==> config.mk <==
export PLATFORM = sky130hd
export DESIGN_NAME = dcc_ram
export DESIGN_NICKNAME = d
export VERILOG_FILES = /design/src/rtl/core/dcc_ram.sv
export SDC_FILE = /design/constraint.sdc
export NUM_CORES = 1
export LEC_CHECK = 0
export ABC_AREA = 1
export BUFFER_PORTS_ARGS = -buffer_cell sky130_fd_sc_hd__buf_2
export CORE_ASPECT_RATIO = 0.5
export CORE_MARGIN = 2
export CORE_UTILIZATION = 55
export DETAILED_ROUTE_END_ITERATION = 6
export PLACE_DENSITY_LB_ADDON = 0.08
export SKIP_LAST_GASP = 1
export SYNTH_ARGS = -nofsm -noshare
export SYNTH_HDL_FRONTEND = slang
export SYNTH_SLANG_ARGS = --single-unit
==> constraint.sdc <==
create_clock -name clk -period 1.65 [get_ports clk]
set_input_delay 0 -clock clk [delete_from_list [all_inputs] [get_ports clk]]
set_output_delay 0 -clock clk [all_outputs]
set_load 0.01 [all_outputs]
==> src/rtl/core/dcc_ram.sv <==
// Generic single-port RAM with registered read.
// No dependencies.
module dcc_ram #(
    parameter int Width = 8,
    parameter int Depth = 16
) (
    input  logic                     clk,
    input  logic                     we,
    input  logic [$clog2(Depth)-1:0] addr,
    input  logic [Width-1:0]         wdata,
    output logic [Width-1:0]         rdata
);
    logic [Width-1:0] mem [Depth];

    always_ff @(posedge clk)
    begin
        if (we)
        begin
            mem[addr] <= wdata;
        end
        rdata <= mem[addr];
    end
endmodule

==> flow_metrics.py <==
metrics = {
    "critical_path": {
        "crit_path_end_kind": "register",
        "critPathMaxFanout": 1,
        "required_ns": 1.96,
        "crit_arrival_ns": 1.33,
        "critical_path_class": "reg -> reg",
        "worstSetupStartpointType": "register",
    },
    "power": {
        "peakVddDrop_v": 0.000759,
        "leakage_nw": 2.84,
        "cellPowerDensity_nw_per_um2": 1240,
    },
    "die": {
        "io_pins": 22,
        "core_region_area_um2": 9670,
        "fp.dieArea_um2": 11000,
        "chipWidth_um": 147,
        "initial_core_util": 0.579,
        "num_rows": 25,
        "die_y_um": 75.3,
    },
    "global_routing": {
        "grt_pass1_wl_um": 19400,
        "antenna_found_initial": 0,
        "track_usage": 0.249,
        "grt_overflow_total": 0,
        "grt_pass1_vias": 3446,
        "grt_max_degree": 33,
    },
    "timing": {
        "setup_viol": 0,
        "skew_ns": 0.00519,
        "rsz0062_at_grt": "false",
        "worst_pin_slew_ns": 0.388,
        "drv_slew": 0,
        "clock.fmax_mhz": 986,
        "slew_headroom": 0.742,
        "tns_ns": 0,
        "post-route-min-period_ns": 1.01,
        "finalCritPeriodShare": 0.615,
        "final_hold_viol_count": 0,
        "fin_hold_ws_ns": 0.00622,
    },
    "clock_tree": {
        "htreeDepth": 4,
        "cts_resized": 0,
        "cts_tree": "built",
        "post_cts_buffers": 0,
        "cts_buffers": 17,
        "holdBufCountCts": 0,
        "cts_root_buffer": "clkbuf_16",
        "cts.clk_slew.worst_paths_ns": 0.06,
        "clockBufferDepth": 2,
        "insertion_delay_ns": 0.41,
        "clock_sinks": 136,
    },
    "place": {
        "place_area_um2": 5950,
        "io_buffers": 21,
        "gp_congestion": 0.901,
        "place_hpwl_um": 7930,
    },
    "layout": {
        "fill_cells": 732,
        "diodes": 0,
        "final_util": 0.675,
        "drive_gt1_frac": 0.120,
        "final_cell_area_um2": 6520,
        "multiInputGateArea_um2": 1390,
        "nNetsFinal": 608,
        "area_delta_synth_final_pct": 16.6,
        "seq_area_um2": 4000,
    },
    "synthesis": {
        "synth_area_um2": 5590,
        "ys_seq_elements": 136,
        "ys_warn_count": 0,
        "synth_fp_nets": 562,
        "syn_inst": 548,
        "synth.distinct_cells": 11,
        "ys_seq_area_frac": 0.716,
        "syn_avg_cell_area_um2": 10.2,
    },
    "detailed_routing": {
        "num_vias": 3829,
        "viasPerCell": 5.17,
        "wl_per_cell_um": 17.5,
        "wl_um": 12900,
        "first_pass_iters": 5,
        "drt_iter0_drc": 528,
        "drc": 0,
        "antenna_left": 0,
    },
    "job": {
        "maxCapViolations": 0,
    },
    "status": {
        "status": "finished, final reports clean",
    },
    "min_path": {
        "worst_hold_path_type": "in -> reg",
    },
}
## critical path, cell delays in order (launching register included)
cell	delay, ns
edfxtp_1	0.40
nand2_1	0.10
nand2_1	0.05
nand2_1	0.05
nand2_1	0.09
nand2_1	0.07
nand2_1	0.05
inv_1	0.06
nand2_1	0.04
## layer usage
layer | global-route usage | routed length [um] | vias up
met2 | 0.367 | 5580 | 167
met4 | 0.0874 | 167 | 0
li1 | - | - | 1842
met1 | 0.377 | 6270 | 1803
met3 | 0.0521 | 935 | 17
met5 | 0 | 0 | -
## worst paths after layout
kind / start / endpoint / slack [ns] / depth (start not counted)
hold reg to reg: mem[4][0] / rdata[0] / 0.71 / 8
setup reg to reg: mem[1][4] / rdata[4] / 0.64 / 8
setup / recovery: mem[1][4] / rdata[4] / 0.64 / 8
hold / removal: wdata[5] / mem[4][5] / 0.006 / 1
## logic make-up (layout without fill, tap and decap cells)
group | count (synthesis) | count (layout) | synth area share
buf+inv | 44 | 102 | 0.0362
flops | 136 | 136 | 0.716
simple gates | 368 | 368 | 0.248
## sequential cells by signal, summed over array words and instances, names as in the netlist
signal and flops:
rdata 8, mem 128
## Yosys cell counts
cell type    n  area [um^2]
edfxtp_1   128         3840
clkbuf_1     3         11.3
inv_2        1         3.75
inv_1       21         78.8
dfxtp_1      8          160
buf_2       12         60.1
buf_4        6         45.0
nand3_1      4         20.0
nand2_1    346         1300
nor2_1      18         67.6
clkinv_1     1         3.75
## through the flow
step | total power [W] | worst slack, ns | std cells
after floorplan | 0.00423 | 0.273 | 548
after CTS | 0.00808 | 0.634 | 741
after global routing | 0.00828 | 0.546 | 741
final | 0.00806 | 0.636 | 741
after global placement | 0.00444 | 0.339 | 710
after detailed placement | 0.00444 | 0.327 | 710
## cell type report
type / instances / area share
clock inverter: 12 / 0.0205
clock buffer: 19 / 0.0664
tap: 135 / 0.0259
inverter: 23 / 0.0132
multi-input combinational: 368 / 0.213
sequential: 136 / 0.614
timing repair buffer: 48 / 0.0472
## layout by cell type, fill, tap and decap left out, types with 3 or more instances in the layout
cell type / netlist / layout
nor2_1: 18 / 18
dfxtp_1: 8 / 8
clkinv_1: 1 / 6
nand3_1: 4 / 4
nand2_1: 346 / 346
clkbuf_16: 0 / 17
bufinv_16: 0 / 3
inv_1: 21 / 21
buf_4: 6 / 27
buf_2: 12 / 21
edfxtp_1: 128 / 128
## report_power, final
part,internal [W],switching [W],total (W)
registers,0.00386,0.0000267,0.00389
clock network,0.00233,0.00135,0.00368
logic,0.000136,0.000350,0.000486
Power figures use the tool's default switching activity.
